--- config.mk ---
export PLATFORM = sky130hd
export DESIGN_NAME = pulse_duty_frame_receiver_unit_flat
export DESIGN_NICKNAME = d
export VERILOG_FILES = /design/src/hdl/pdfr_pkg.sv /design/src/hdl/pdfr_req_if.sv /design/src/hdl/pdfr_rsp_if.sv /design/src/hdl/pulse_duty_frame_receiver_unit.sv /design/src/hdl/pdfr_ctrl.sv /design/src/hdl/pdfr_datapath.sv /design/src/flat_wrapper.sv
export VERILOG_INCLUDE_DIRS = /design/src /design/src/hdl
export SDC_FILE = /design/constraint.sdc
export NUM_CORES = 1
export LEC_CHECK = 0
export ABC_AREA = 1
export ABC_CLOCK_PERIOD_IN_PS = 4000
export BUFFER_PORTS_ARGS = -buffer_cell sky130_fd_sc_hd__buf_4
export CAP_MARGIN = 0
export CORE_MARGIN = 4
export CORE_UTILIZATION = 60
export CTS_CLUSTER_DIAMETER = 60
export CTS_CLUSTER_SIZE = 12
export DETAILED_ROUTE_END_ITERATION = 7
export PLACE_DENSITY = 0.77
export SLEW_MARGIN = 5
export SYNTH_ARGS = -nofsm -noshare
export SYNTH_HDL_FRONTEND = slang
export SYNTH_SLANG_ARGS = --single-unit
--- constraint.sdc ---
create_clock -name clock -period 4 [get_ports clock]
set_input_delay 0.8 -clock clock [delete_from_list [all_inputs] [get_ports clock]]
set_output_delay 0.8 -clock clock [all_outputs]
set_load 0.02 [all_outputs]
--- src/hdl/assert_macros.svh ---
// Assertion macros shared by the RTL of the frame receiver.
// No dependencies; included by the modules that carry assertions.
`ifndef ASSERT_MACROS_SVH
`define ASSERT_MACROS_SVH

// Same-cycle implication, checked outside reset.
`define ASSERT_IMPLIES(label, clk, rst, ante, cons, msg) \
   label: assert property (@(posedge clk) disable iff (rst) (ante) |-> (cons)) \
      else $error(msg);

// Next-cycle implication, checked outside reset.
`define ASSERT_NEXT(label, clk, rst, ante, cons, msg) \
   label: assert property (@(posedge clk) disable iff (rst) (ante) |=> (cons)) \
      else $error(msg);

`endif

--- src/hdl/pdfr_pkg.sv ---
// Package of the pulse duty frame receiver: types, codes and constants.
// No dependencies; compiled first.
package pdfr_pkg;

   localparam int BufferBytesDefault = 16;
   localparam int LastBitPos         = 7;    // last data bit position, MSB first
   localparam int TimeoutWidth       = 8;
   localparam logic [TimeoutWidth-1:0] TimeoutReset = 8'd255;

   // controller states
   typedef enum logic [2:0] {
      ST_RUN  = 3'b001,
      ST_READ = 3'b010,
      ST_LOAD = 3'b100
   } pdfr_state_type;

   // line decoder phases
   typedef enum logic [3:0] {
      PH_IDLE = 4'b0001,
      PH_LEAD = 4'b0010,
      PH_HIGH = 4'b0100,
      PH_LOW  = 4'b1000
   } pdfr_phase_type;

   typedef struct packed {
      logic sample_en;   // take one line sample
      logic mem_rd;      // read byte store at drain index
      logic out_load;    // move read byte into output register
   } pdfr_cmd_type;

   typedef struct packed {
      logic frame_done;  // current sample ends a frame
      logic abort;       // current sample times out a run
      logic out_free;    // output register empty or emptying
      logic drain_last;  // drain index at final byte of frame
   } pdfr_status_type;

endpackage

--- src/hdl/pdfr_req_if.sv ---
// Sample channel of the frame receiver: valid/ready plus one line level.
// No dependencies.
interface pdfr_req_if;
   logic valid;
   logic ready;
   logic line_level;

   modport source (output valid, output line_level, input ready);
   modport sink   (input valid, input line_level, output ready);
endinterface

--- src/hdl/pdfr_rsp_if.sv ---
// Result channel of the frame receiver: valid/ready plus byte and flags.
// No dependencies.
interface pdfr_rsp_if;
   logic       valid;
   logic       ready;
   logic [7:0] data_byte;
   logic       frame_status;
   logic       last_of_frame;

   modport source (output valid, output data_byte, output frame_status,
                   output last_of_frame, input ready);
   modport sink   (input valid, input data_byte, input frame_status,
                   input last_of_frame, output ready);
endinterface

--- src/hdl/pulse_duty_frame_receiver_unit.sv ---
// Top level of the pulse duty frame receiver: controller plus datapath.
// Depends on pdfr_pkg, pdfr_req_if, pdfr_rsp_if, pdfr_ctrl and pdfr_datapath.
//
// Usage:
//  req_ch carries one sampled line level per transaction. While the block
//   is decoding, req_ch.ready follows the result register: a sample is taken
//   every cycle as long as the result register is empty or being emptied.
//  rsp_ch carries one result per transaction: a byte with status 0, or a
//   single abort result (byte 0, status 1) when a run exceeds the timeout.
//   last_of_frame marks the final result of a frame.
//  csr_write_en/csr_write_data load the timeout (samples per run); write
//   only while idle. Reset value is 255.
// Throughput and ordering:
//  one sample per cycle while decoding, as long as the result register is empty
//   or being emptied. An abort result is visible the cycle after the sample that
//   caused it. The sample ending a frame starts a drain of N stored bytes: the
//   byte store has one registered read port, so each byte is read, then loaded
//   into the result register, and samples are held off for the whole drain.
// Reset clears decoder state, the controller and the result valid; the byte
//   store needs no clearing since only bytes of the current frame are read.
// A stalled receiver (rsp_ch.ready low) holds the pending result and blocks
//   intake or the drain until it is taken.

module pulse_duty_frame_receiver_unit #(
   parameter int BUFFER_BYTES = pdfr_pkg::BufferBytesDefault
) (
   input  logic                              clock,
   input  logic                              reset,
   pdfr_req_if.sink                          req_ch,
   pdfr_rsp_if.source                        rsp_ch,
   input  logic                              csr_write_en,
   input  logic [pdfr_pkg::TimeoutWidth-1:0] csr_write_data
);
   import pdfr_pkg::*;

   pdfr_cmd_type    cmd;      // controller to datapath
   pdfr_status_type status;   // datapath to controller
   logic            ready_w;

   pdfr_ctrl u_ctrl (
      .clock     (clock),
      .reset     (reset),
      .req_valid (req_ch.valid),
      .req_ready (ready_w),
      .status    (status),
      .cmd       (cmd)
   );

   pdfr_datapath #(
      .BUFFER_BYTES (BUFFER_BYTES)
   ) u_datapath (
      .clock          (clock),
      .reset          (reset),
      .line_level     (req_ch.line_level),
      .csr_write_en   (csr_write_en),
      .csr_write_data (csr_write_data),
      .cmd            (cmd),
      .status         (status),
      .rsp            (rsp_ch)
   );

   assign req_ch.ready = ready_w;

endmodule

--- src/hdl/pdfr_ctrl.sv ---
// Controller of the frame receiver: sample intake and frame drain sequencing.
// Depends on pdfr_pkg and assert_macros.svh.
`include "assert_macros.svh"

module pdfr_ctrl (
   input  logic                      clock,
   input  logic                      reset,
   input  logic                      req_valid,
   output logic                      req_ready,
   input  pdfr_pkg::pdfr_status_type status,
   output pdfr_pkg::pdfr_cmd_type    cmd
);
   import pdfr_pkg::*;

   pdfr_state_type state_ff, state_in;

   always_comb begin
      state_in  = state_ff;
      cmd       = '0;
      req_ready = 1'b0;
      unique case (state_ff)
         ST_RUN: begin
            req_ready     = status.out_free;
            cmd.sample_en = req_valid && status.out_free;
            if (cmd.sample_en && status.frame_done) begin
               state_in = ST_READ;
            end
         end
         ST_READ: begin
            cmd.mem_rd = 1'b1;
            state_in   = ST_LOAD;
         end
         ST_LOAD: begin
            if (status.out_free) begin
               cmd.out_load = 1'b1;
               state_in     = status.drain_last ? ST_RUN : ST_READ;
            end
         end
         default: begin
            state_in = ST_RUN;
         end
      endcase
   end

   always_ff @(posedge clock) begin
      if (reset) begin
         state_ff <= ST_RUN;
      end else begin
         state_ff <= state_in;
      end
   end

   `ASSERT_IMPLIES(a_no_intake_in_drain, clock, reset, state_ff != ST_RUN, !req_ready,
                   "sample taken during drain")
   `ASSERT_NEXT(a_drain_returns, clock, reset, cmd.out_load && status.drain_last,
                state_ff == ST_RUN && !cmd.mem_rd, "drain did not end after last byte")
   `ASSERT_IMPLIES(a_abort_not_done, clock, reset, status.abort, !status.frame_done,
                   "abort and frame end on one sample")

endmodule

--- src/hdl/pdfr_datapath.sv ---
// Datapath of the frame receiver: run counters, bit decode, byte store, output register.
// Depends on pdfr_pkg, pdfr_rsp_if and assert_macros.svh.
`include "assert_macros.svh"

module pdfr_datapath #(
   parameter int BUFFER_BYTES = pdfr_pkg::BufferBytesDefault
) (
   input  logic                                   clock,
   input  logic                                   reset,
   input  logic                                   line_level,
   input  logic                                   csr_write_en,
   input  logic [pdfr_pkg::TimeoutWidth-1:0]      csr_write_data,
   input  pdfr_pkg::pdfr_cmd_type                 cmd,
   output pdfr_pkg::pdfr_status_type              status,
   pdfr_rsp_if.source                             rsp
);
   import pdfr_pkg::*;

   localparam int AW = (BUFFER_BYTES > 1) ? $clog2(BUFFER_BYTES) : 1;
   localparam int CW = $clog2(BUFFER_BYTES + 1);
   localparam int TW = TimeoutWidth;

   logic [TW-1:0]  timeout_ff;
   pdfr_phase_type phase_ff, phase_in;
   logic [TW-1:0]  high_ff, high_in, low_ff, low_in;
   logic [3:0]     bitpos_ff, bitpos_in;
   logic [7:0]     shift_ff, shift_in;
   logic [CW-1:0]  count_ff, count_in;
   logic [CW-1:0]  frame_len_ff;
   logic [AW-1:0]  drain_idx_ff;
   logic [7:0]     byte_mem [BUFFER_BYTES];
   logic [7:0]     rd_data_ff;
   logic           st_we;

   logic           rsp_valid_ff;
   logic [7:0]     rsp_byte_ff;
   logic           rsp_status_ff;
   logic           rsp_last_ff;

   logic [TW:0]    sum, inc_high, inc_low, limit;
   logic           bit_val, zero_to;
   logic           abort, frame_done;

   // pulse-width decode: 9-bit sum, bit is 1 when high run exceeds half
   assign sum      = {1'b0, high_ff} + {1'b0, low_ff};
   assign bit_val  = high_ff > sum[TW:1];
   assign inc_high = {1'b0, high_ff} + 1'b1;
   assign inc_low  = {1'b0, low_ff} + 1'b1;
   assign limit    = {1'b0, timeout_ff};
   assign zero_to  = (timeout_ff == '0);   // a fresh run of one already times out

   always_comb begin
      phase_in   = phase_ff;
      high_in    = high_ff;
      low_in     = low_ff;
      bitpos_in  = bitpos_ff;
      shift_in   = shift_ff;
      count_in   = count_ff;
      st_we      = 1'b0;
      abort      = 1'b0;
      frame_done = 1'b0;
      unique case (phase_ff)
         PH_IDLE: begin
            if (!line_level) begin
               phase_in = PH_LEAD;
               if (zero_to) abort = 1'b1;
               else low_in = 8'd1;
            end
         end
         PH_LEAD: begin
            if (!line_level) begin
               if (inc_low > limit) abort = 1'b1;
               else low_in = inc_low[TW-1:0];
            end else begin
               phase_in = PH_HIGH;
               if (zero_to) abort = 1'b1;
               else high_in = 8'd1;
            end
         end
         PH_HIGH: begin
            if (line_level) begin
               if (inc_high > limit) abort = 1'b1;
               else high_in = inc_high[TW-1:0];
            end else begin
               phase_in = PH_LOW;
               if (zero_to) abort = 1'b1;
               else low_in = 8'd1;
            end
         end
         PH_LOW: begin
            if (!line_level) begin
               if (inc_low > limit) abort = 1'b1;
               else low_in = inc_low[TW-1:0];
            end else begin
               if (bitpos_ff <= 4'(LastBitPos)) begin
                  shift_in  = {shift_ff[6:0], bit_val};
                  bitpos_in = bitpos_ff + 4'd1;
                  if (bitpos_ff == 4'(LastBitPos)) begin
                     st_we    = (count_ff < CW'(BUFFER_BYTES));
                     count_in = count_ff + 1'b1;
                  end
               end else if (bit_val || count_ff >= CW'(BUFFER_BYTES)) begin
                  frame_done = 1'b1;
               end else begin
                  bitpos_in = '0;
                  shift_in  = '0;
               end
               if (!frame_done) begin
                  phase_in = PH_HIGH;
                  if (zero_to) abort = 1'b1;
                  else high_in = 8'd1;
               end
            end
         end
         default: begin
            phase_in = PH_IDLE;
         end
      endcase
      if (abort || frame_done) begin
         phase_in  = PH_IDLE;
         high_in   = '0;
         low_in    = '0;
         bitpos_in = '0;
         shift_in  = '0;
         count_in  = '0;
      end
   end

   always_comb begin
      status.frame_done = frame_done;
      status.abort      = abort;
      status.out_free   = !rsp_valid_ff || rsp.ready;
      status.drain_last = (CW'(drain_idx_ff) + 1'b1) == frame_len_ff;
   end

   // control state
   always_ff @(posedge clock) begin
      if (reset) begin
         timeout_ff   <= TimeoutReset;
         phase_ff     <= PH_IDLE;
         high_ff      <= '0;
         low_ff       <= '0;
         bitpos_ff    <= '0;
         shift_ff     <= '0;
         count_ff     <= '0;
         rsp_valid_ff <= 1'b0;
      end else begin
         if (csr_write_en) begin
            timeout_ff <= csr_write_data;
         end
         if (cmd.sample_en) begin
            phase_ff  <= phase_in;
            high_ff   <= high_in;
            low_ff    <= low_in;
            bitpos_ff <= bitpos_in;
            shift_ff  <= shift_in;
            count_ff  <= count_in;
         end
         if ((cmd.sample_en && abort) || cmd.out_load) begin
            rsp_valid_ff <= 1'b1;
         end else if (rsp.ready) begin
            rsp_valid_ff <= 1'b0;
         end
      end
   end

   // frame drain bookkeeping and output payload
   always_ff @(posedge clock) begin
      if (cmd.sample_en && frame_done) begin
         frame_len_ff <= count_ff;
         drain_idx_ff <= '0;
      end else if (cmd.out_load) begin
         drain_idx_ff <= drain_idx_ff + 1'b1;
      end
      if (cmd.sample_en && abort) begin
         rsp_byte_ff   <= '0;
         rsp_status_ff <= 1'b1;
         rsp_last_ff   <= 1'b1;
      end else if (cmd.out_load) begin
         rsp_byte_ff   <= rd_data_ff;
         rsp_status_ff <= 1'b0;
         rsp_last_ff   <= status.drain_last;
      end
   end

   // byte store
   always_ff @(posedge clock) begin
      if (cmd.sample_en && st_we) begin
         byte_mem[count_ff[AW-1:0]] <= shift_in;
      end
      if (cmd.mem_rd) begin
         rd_data_ff <= byte_mem[drain_idx_ff];
      end
   end

   assign rsp.valid         = rsp_valid_ff;
   assign rsp.data_byte     = rsp_byte_ff;
   assign rsp.frame_status  = rsp_status_ff;
   assign rsp.last_of_frame = rsp_last_ff;

   `ASSERT_IMPLIES(a_no_overwrite, clock, reset, cmd.out_load || (cmd.sample_en && abort),
                   !rsp_valid_ff || rsp.ready, "pending result overwritten")
   `ASSERT_NEXT(a_abort_result, clock, reset, cmd.sample_en && abort,
                rsp.valid && rsp.frame_status && rsp.last_of_frame && rsp.data_byte == 8'd0,
                "abort result malformed")
   `ASSERT_IMPLIES(a_count_in_range, clock, reset, 1'b1, count_ff <= CW'(BUFFER_BYTES),
                   "byte count past buffer size")

endmodule

--- src/flat_wrapper.sv ---
// flat-port wrapper written by rule: the top's interface ports become plain ports
module pulse_duty_frame_receiver_unit_flat import pdfr_pkg::*;
#(
   parameter int BUFFER_BYTES = pdfr_pkg::BufferBytesDefault
)
  (clock, reset, csr_write_en, csr_write_data, req_ch_valid, req_ch_line_level, req_ch_ready, rsp_ch_valid, rsp_ch_data_byte, rsp_ch_frame_status, rsp_ch_last_of_frame, rsp_ch_ready);
  pdfr_req_if req_ch_i ();
  pdfr_rsp_if rsp_ch_i ();
  input  logic clock;
  input  logic reset;
  input  logic csr_write_en;
  input  logic [pdfr_pkg::TimeoutWidth-1:0] csr_write_data;
  input wire logic [$bits(req_ch_i.valid)-1:0] req_ch_valid;
  input wire logic [$bits(req_ch_i.line_level)-1:0] req_ch_line_level;
  output wire logic [$bits(req_ch_i.ready)-1:0] req_ch_ready;
  output wire logic [$bits(rsp_ch_i.valid)-1:0] rsp_ch_valid;
  output wire logic [$bits(rsp_ch_i.data_byte)-1:0] rsp_ch_data_byte;
  output wire logic [$bits(rsp_ch_i.frame_status)-1:0] rsp_ch_frame_status;
  output wire logic [$bits(rsp_ch_i.last_of_frame)-1:0] rsp_ch_last_of_frame;
  input wire logic [$bits(rsp_ch_i.ready)-1:0] rsp_ch_ready;
  assign req_ch_i.valid = req_ch_valid;
  assign req_ch_i.line_level = req_ch_line_level;
  assign req_ch_ready = req_ch_i.ready;
  assign rsp_ch_valid = rsp_ch_i.valid;
  assign rsp_ch_data_byte = rsp_ch_i.data_byte;
  assign rsp_ch_frame_status = rsp_ch_i.frame_status;
  assign rsp_ch_last_of_frame = rsp_ch_i.last_of_frame;
  assign rsp_ch_i.ready = rsp_ch_ready;
  pulse_duty_frame_receiver_unit #(.BUFFER_BYTES(BUFFER_BYTES)) u_core (.clock(clock), .reset(reset), .req_ch(req_ch_i), .rsp_ch(rsp_ch_i), .csr_write_en(csr_write_en), .csr_write_data(csr_write_data));
endmodule
==> metrics.txt, run 1 <==
clock skew 0.0128 ns; synth warn 0; synth top area cells edfxtp_1 43%, dfxtp_1 13%, nand2_1 5.6%, nor2_1 5.2%, ha_1 4.9%; MaxCap Viol Count 0; Sw Pwr 2280 uW; share of flip-flops with an asynchronous set or reset 0%; vias in the first global route 6634; final non-filler cell total 1286; Post-synth EDFFs 141; Final WS setup approximately 0.27 ns; Final Slew Violations 0; pre-CTS setup slack a little over 0.07 ns; global-route wire length before repair 36100 um; effective utilization at floorplan 61.9%; commonest non-fill, non-tap cell in the layout nand2_1; utilization after layout 69.9%; Post-synth top flop edfxtp_1; Ports 26; CP Class flop to flop; Hold Buf Count CTS 0; clock buffer depth 3; Int Pwr 4240 uW; Layout area overhead 13.0%; GRT overflow 0; antenna viol nets, final 0; Comb power frac between 30% and 40%; status finished, final reports clean; H-tree lvl count 1; WP data arrival 3.93 ns; final period utilization 93.4%; antenna diode instance count 0; initial antenna violation count 0; Worst slew margin around a third; Mean Syn Cell Area 9.86 um^2; Detailed Route Iter0 Violations 818; nets@finish 1109; FILL cells 1164; power density cells 582 nW/um^2; worst slew pin tran between 1 and 1.5 ns; Port Buffers 25; layout cells sized above 1 13.6%; Final Hold Viols 0; Hold Crit Class flop to flop; Rows 46; Die W 136 um; Via density 5.83; Clk network pwr share 28.0%; # setup viols final 0; vias after detailed routing 7493; Synth top area share 42.8%; min Tclk post-route 3.73 ns; routability cong. between 0.9 and 1; Die H 136 um; critical path required time 4.20 ns; DRC Markers 0; Yosys reg bits a little over 200; All-Layer GR Usage 25.1%; Pre-antenna DRT Iters 5; clock root buffer clkbuf_16; crit path capture type flop; Routed WL per cell 18.5 um; Synth area leader edfxtp_1; Post-Route WL 23700 um; flop2flop setup slack 0.27 ns; switching part of the total power 34.9%; Power, Total 6510 uW; Seq/Total Area, Yosys between 50 and 60%; clk slew on worst S/H paths about 0.060 ns; Leak 0.00436 uW; die area around 19000 um^2; cts bufs inserted 21; max frequency between 0.2 and 0.3 GHz; Cells after Synth 1004; post-DP HPWL 15800 um; final hold slack 0.462 ns; crit start category flop; Critical Path Fanout Max 8; largest net degree at the start of global routing 69; most frequent cells in the layout 145 x nand2_1, 141 x edfxtp_1, 136 x nor2_1; CTS tree done; DP Cell Count about 1200; Synthesized Nets ~1100; CTS sink cnt 204; Distinct cells, synth 49; clk_lat worst skew 0.50 ns; Worst IR Drop VDD 0.000326 V; mapped cell area 9900 um^2; core area between 15000 and 20000 um^2; Flop pwr share 41.3%
-- path summary, 6_finish.rpt --
| check | depth (start not counted) | endpoint | startpoint |
|---|---|---|---|
| setup / recovery | 22 | u_core.u_datapath.byte_mem[3][7] | u_core.u_datapath.low_ff[2] |
| hold / removal | 2 | u_core.u_datapath.rsp.frame_status | u_core.u_datapath.rsp.frame_status |
| setup reg to reg | 22 | u_core.u_datapath.byte_mem[3][7] | u_core.u_datapath.low_ff[2] |
| hold reg to reg | 2 | u_core.u_datapath.rsp.frame_status | u_core.u_datapath.rsp.frame_status |
-- registers in the layout, indices dropped and copies added, names as in the netlist, 5 cells and up --
| register | flops |
|---|---|
| u_core.u_datapath.high_ff | 8 |
| u_core.u_datapath.rsp.data_byte | 8 |
| u_core.u_datapath.byte_mem | 128 |
| u_core.u_datapath.rd_data_ff | 8 |
| u_core.u_datapath.shift_ff | 8 |
| u_core.u_datapath.timeout_ff | 8 |
| u_core.u_datapath.count_ff | 5 |
| u_core.u_datapath.frame_len_ff | 5 |
| u_core.u_datapath.low_ff | 8 |
-- cell usage after synthesis (3+ instances only) --
cell type    n
nand2_1    148
edfxtp_1   141
nor2_1     138
inv_1       89
dfxtp_1     63
o21ai_0     60
a21oi_1     58
nand3_1     50
ha_1        39
clkbuf_1    30
mux2i_1     23
o221ai_1    23
xor2_1      21
nand4_1     15
o211ai_1    10
nand2_2      9
nor3_1       9
o32ai_1      8
buf_6        6
buf_2        5
or2_1        5
xnor2_1      5
a22oi_1      4
nand2_4      4
a21o_1       3
a22o_1       3
nand3_2      3
o21ai_1      3
-- power by group through the flow --
stage               Combinational [uW]  Sequential (uW)  Clock [uW]
floorplan                         1450             2670           0
global placement                  1810             2720           0
detailed placement                1840             2730           0
CTS                               1860             2680        1850
global route                      2250             2700        1920
finish                            2000             2690        1830
-- area by class of cell --
class / instances / area (um^2) / share of cell area [%]
clock inverters: 4 / 51.3 / 0.459
flip-flops and latches: 204 / 5500 / 49.2
repair inverters: 7 / 52.6 / 0.470
well taps: 216 / 270 / 2.42
inverters: 93 / 384 / 3.43
clock buffers: 34 / 574 / 5.13
repair buffers: 64 / 493 / 4.41
multi-input cells: 664 / 3860 / 34.5
-- routing by layer --
metal / GRT usage, % / share of wire, % / vias to the layer above
met5: 0 / 0 / -
met4: 6.33 / 2.3 / 0
met3: 3.70 / 7.4 / 55
met2: 40.6 / 47 / 318
met1: 35.7 / 43 / 3519
li1: - / - / 3601
-- timing repair --
action                     CTS  global route
resized for setup            0            28
setup endpoints to repair    0           156
hold endpoints to repair     0             0
buffers inserted             0             6
-- per-stage QoR --
step	setup TNS [ns]	instance area (um^2)
floorplan	0	9900
global placement	0	10400
detailed placement	0	10400
CTS	0	11000
global route	-0.116	11200
finish	0	11200
-- cells by family (layout without fill, tap and decap cells) --
| kind of cell | Yosys count | count (layout) | synth area share (%) |
|---|---|---|---|
| adders and majority gates | 40 | 40 | 5.13 |
| AOI/OAI and AO/OA | 182 | 182 | 11.2 |
| xor gates and xnor gates | 26 | 26 | 2.30 |
| buffers and inverters | 136 | 202 | 5.80 |
| muxes | 23 | 23 | 2.33 |
| DFF | 204 | 204 | 55.5 |
| and+or+nand+nor | 393 | 393 | 17.8 |
-- critical path, cell delays in order (launching register included) --
cell and delay [ns]:
dfxtp_1 0.35, ha_1 0.36, nand2_1 0.07, o21ai_1 0.19, a21oi_1 0.10, o21bai_1 0.20
nand2_1 0.07, nand2_1 0.06, a21oi_1 0.07, xor2_1 0.14, ha_1 0.28, nand2_1 0.08
o21a_1 0.21, nand2_1 0.09, nand2_1 0.06, nand2_1 0.08, nand2_1 0.11, nor2_2 0.15
inv_1 0.09, nand3_4 0.14, buf_4 0.18, or2_4 0.17, clkinvlp_4 0.19
Note: power is estimated with default switching activity, not from simulation.
==> run 2: changes to the inputs <==
Settings changed: ABC_AREA 1 to not set, CTS_BUF_LIST set to sky130_fd_sc_hd__clkbuf_16, SETUP_SLACK_MARGIN set to 0.4.
==> run 2 against run 1 <==
The flow now finishes with violations (negative setup slack). Total power is 36% lower. Critical path depth is 4 lower. Sequential cell count stayed put. Core utilization is 3.4 points higher. Fmax is 7.6% lower. Die area is 3.2% lower. Non-clock buffer count is 26 higher. Wire length is 1.9% lower. Sequential power is 16% lower. Count of clock-buffer cells in the layout is 13 lower. Register-to-register slack worse by 0.31 ns. Synthesized area is 3.4% lower. Highest routed layer is now met5.
==> metrics.txt, run 2 <==
status finished, violations left (was finished, final reports clean); failing checks negative setup slack; Synth top area share 44.3% (was 42.8%); dpl cell area 10300 um^2 (was 10400 um^2); All-Layer GR Usage 25.9% (was 25.1%); commonest non-fill, non-tap cell in the layout edfxtp_1 (was nand2_1); crit start category flop (unchanged); Rows 45 (was 46); WP buf/inv 2 (was 3); Commonest cells post-synth 141 x edfxtp_1, 76 x nand2_1, 63 x dfxtp_1, 50 x nor2_1, 40 x mux4_2 (was 148 x nand2_1, 141 x edfxtp_1, 138 x nor2_1, 89 x inv_1, 63 x dfxtp_1); Hold Path Origin u_core.u_datapath.rsp.frame_status (unchanged); cts bufs inserted 21 (unchanged); die area 18000 um^2 (was 18600 um^2); Detailed Route Iter0 Violations 767 (was 818); post-DP HPWL 15100 um (was 15800 um); Hold Buf Count CTS 0 (unchanged); Sw Pwr 905 uW (was 2280 uW); nets@finish 877 (was 1109); Distinct cells, synth 63 (was 49); flop2flop setup slack -0.04 ns (was 0.27 ns); CTS sink cnt 204 (unchanged); WHS Path Cells 2 (unchanged); Critical Path Fanout Max 7 (was 8); Clk network pwr share 40.6% (was 28.0%); Final WS setup -0.0426 ns (was 0.266 ns); global-route wire length before repair 36600 um (was 36100 um); Worst slew margin 24.1% (was 33.0%); core area 15400 um^2 (was 16000 um^2); FILL cells 953 (was 1164); worst r2r src u_core.u_datapath.low_ff[0] (was u_core.u_datapath.low_ff[2]); most frequent cells in the layout 141 x edfxtp_1, 78 x buf_4, 76 x nand2_1 (was 145 x nand2_1, 141 x edfxtp_1, 136 x nor2_1); effective utilization at floorplan 62.0% (was 61.9%); CTS tree done (unchanged); synth top area cells edfxtp_1 44%, dfxtp_1 13%, mux4_2 9.4%, ha_1 5.1%, nand2_1 3.0% (was edfxtp_1 43%, dfxtp_1 13%, nand2_1 5.6%, nor2_1 5.2%, ha_1 4.9%); layout cells sized above 1 26.2% (was 13.6%); antenna viol nets, final 0 (unchanged); Synth area leader edfxtp_1 (unchanged); switching part of the total power 21.6% (was 34.9%); Port Buffers 25 (unchanged); vias in the first global route 6650 (was 6634); DRC Markers 0 (unchanged); crit path capture type flop (unchanged); Pre-antenna DRT Iters 5 (unchanged); Worst IR Drop VDD 0.000394 V (was 0.000326 V); Synthesized Nets 805 (was 1058); share of flip-flops with an asynchronous set or reset 0% (unchanged); Storage cell area 5500 um^2 (about the same); mapped cell area 9560 um^2 (was 9900 um^2); CP dominant cell by count a21oi_2 (was nand2_1); clk_lat worst skew 0.49 ns (was 0.50 ns); antenna diode instance count 0 (unchanged); most numerous cell in the Yosys netlist edfxtp_1 (was nand2_1); hold endpoint u_core.u_datapath.rsp.frame_status (unchanged); CP top delay family simple AND/OR/NAND/NOR gates (unchanged); footprint of the multi-input gates 4100 um^2 (was 3860 um^2); max frequency 0.247 GHz (was 0.268 GHz); Post-synth EDFFs 141 (unchanged); Seq/Total Area, Yosys 57.5% (was 55.5%); Final Slew Violations 0 (unchanged); routability cong. 0.921 (was 0.955); H-tree lvl count 1 (unchanged); Leak 0.00389 uW (was 0.00436 uW); CP Class flop to flop (unchanged); max reg flops 128 (unchanged); final instance area 11300 um^2 (was 11200 um^2); min Tclk post-route 4.04 ns (was 3.73 ns); slowest CP cell or4_4 (was ha_1); clock skew 0.0114 ns (was 0.0128 ns); FF-to-FF End u_core.u_datapath.bitpos_ff[1] (was u_core.u_datapath.byte_mem[3][7]); RSZ-0062 raised after global routing yes; clock buffer depth 3 (unchanged); crit-path max cell delay 0.50 ns (was 0.36 ns); MaxCap Viol Count 0 (unchanged); WP data arrival 4.47 ns (was 3.93 ns); # setup viols final 14 (was 0); vias after detailed routing 6754 (was 7493); Comb power frac 5.1% (was 30.7%); worst slew pin tran 1.14 ns (was 1.00 ns); Layout area overhead 18.3% (was 13.0%); Ports 26 (unchanged); Flop pwr share 54.3% (was 41.3%); synth warn 0 (unchanged); Int Pwr 3280 uW (was 4240 uW); Via density 6.48 (was 5.83); Cells after Synth 751 (was 1004); Hold Crit Class flop to flop (unchanged); critical path required time 4.43 ns (was 4.20 ns); R2R cell count 18 (was 22); Routed WL per cell 22.3 um (was 18.5 um); GRT overflow 0 (unchanged); Mean Syn Cell Area 12.7 um^2 (was 9.86 um^2); final period utilization 101% (was 93.4%); initial antenna violation count 1 (was 0); Yosys reg bits 204 (unchanged); Die H 134 um (was 136 um); CP cell instances and2_4 -> fa_2 -> a21oi_2 -> nor2_1 -> nor2_1 -> o21bai_1 -> a21oi_2 -> buf_4 -> xnor2_1 -> ha_1 -> nand4_1 -> buf_4 -> a211oi_4 -> o21ai_2 -> a31o_1 -> or3_4 -> or4_4 -> a21oi_2 (was ha_1 -> nand2_1 -> o21ai_1 -> a21oi_1 -> o21bai_1 -> nand2_1 -> nand2_1 -> a21oi_1 -> xor2_1 -> ha_1 -> nand2_1 -> o21a_1 -> nand2_1 -> nand2_1 -> nand2_1 -> nand2_1 -> nor2_2 -> inv_1 -> nand3_4 -> buf_4 -> or2_4 -> clkinvlp_4); Final Hold Viols 0 (unchanged); Post-Route WL 23300 um (was 23700 um); power density cells 370 nW/um^2 (was 582 nW/um^2); Post-synth top flop edfxtp_1 (unchanged); clk slew on worst S/H paths 0.06 ns (about the same); clock root buffer clkbuf_16 (unchanged); largest net degree at the start of global routing 36 (was 69); Die W 134 um (was 136 um); final hold slack 0.447 ns (was 0.462 ns)
[run 2: metal layers]
metal	GRT usage, %	wire length (um)
met5	0	13
met4	5.43	457
met3	4.69	2220
met2	41.4	11100
met1	37.7	9460
[run 2: kinds of logic after synthesis]
kind of cell,Yosys count,synth area share (%)
flops,204,57.5
fa+ha+maj,40,5.31
mux,48,10.3
simple gates,237,12.1
buf+inv,61,2.56
xor+xnor,27,2.47
compound gates,134,9.83
[run 2: final cells by class]
class,count,area share [%]
well taps,211,2.33
clock inverters,10,0.442
inverters,20,0.664
repair buffers,90,7.07
flip-flops and latches,204,48.6
multi-input cells,486,36.2
clock buffers,21,4.64
[run 2: worst min-delay path, stage by stage (launching register included)]
cell and delay (ns):
dfxtp_1 0.31, nand2_1 0.05, nand2_1 0.04
[run 2: how the worst max path moves through the flow]
| stage | from | to | slack (ns) | cells after the start |
|---|---|---|---|---|
| 2_1_floorplan | u_core.u_datapath.low_ff[0] | u_core.u_datapath.high_ff[0] | 0.21 | 19 |
| 3_5_place_dp | u_core.u_datapath.high_ff[1] | u_core.u_datapath.byte_mem[5][6] | 0.005 | 17 |
| 3_3_place_gp | u_core.u_datapath.high_ff[1] | u_core.u_datapath.high_ff[0] | 0.12 | 17 |
| 4_1_cts | u_core.u_datapath.low_ff[0] | u_core.u_datapath.bitpos_ff[1] | 0.13 | 18 |
| 5_1_grt | u_core.u_datapath.low_ff[0] | u_core.u_datapath.bitpos_ff[1] | -0.20 | 18 |
| 6_report | u_core.u_datapath.low_ff[0] | u_core.u_datapath.bitpos_ff[1] | -0.04 | 18 |
[run 2: power groups by stage]
stage / clock (uW) / sequential [uW] / combinational [uW]
2_1_floorplan: 0 / 2310 / 124
3_3_place_gp: 0 / 2310 / 186
3_5_place_dp: 0 / 2310 / 191
4_1_cts: 1720 / 2270 / 195
5_1_grt: 1810 / 2270 / 231
6_report: 1700 / 2270 / 214
[run 2: through the flow]
stage	utilization [%]	TNS, ns	worst slack (ns)	power (uW)	std cells
final	73.3	-0.142	-0.0426	4180	1042
after floorplan	-	0	0.214	2440	751
after detailed placement	66.5	0	0.00481	2500	989
after global routing	73.3	-19.03	-0.196	4310	1042
after global placement	66.5	0	0.116	2500	989
after CTS	71.8	0	0.131	4190	1034
[run 2: timing repair]
| action | 4_1_cts | 5_1_grt |
|---|---|---|
| setup endpoints to repair | 169 | 187 |
| pin swaps | 29 | 20 |
| buffers inserted | 14 | 8 |
| gates resized for setup | 9 | 35 |
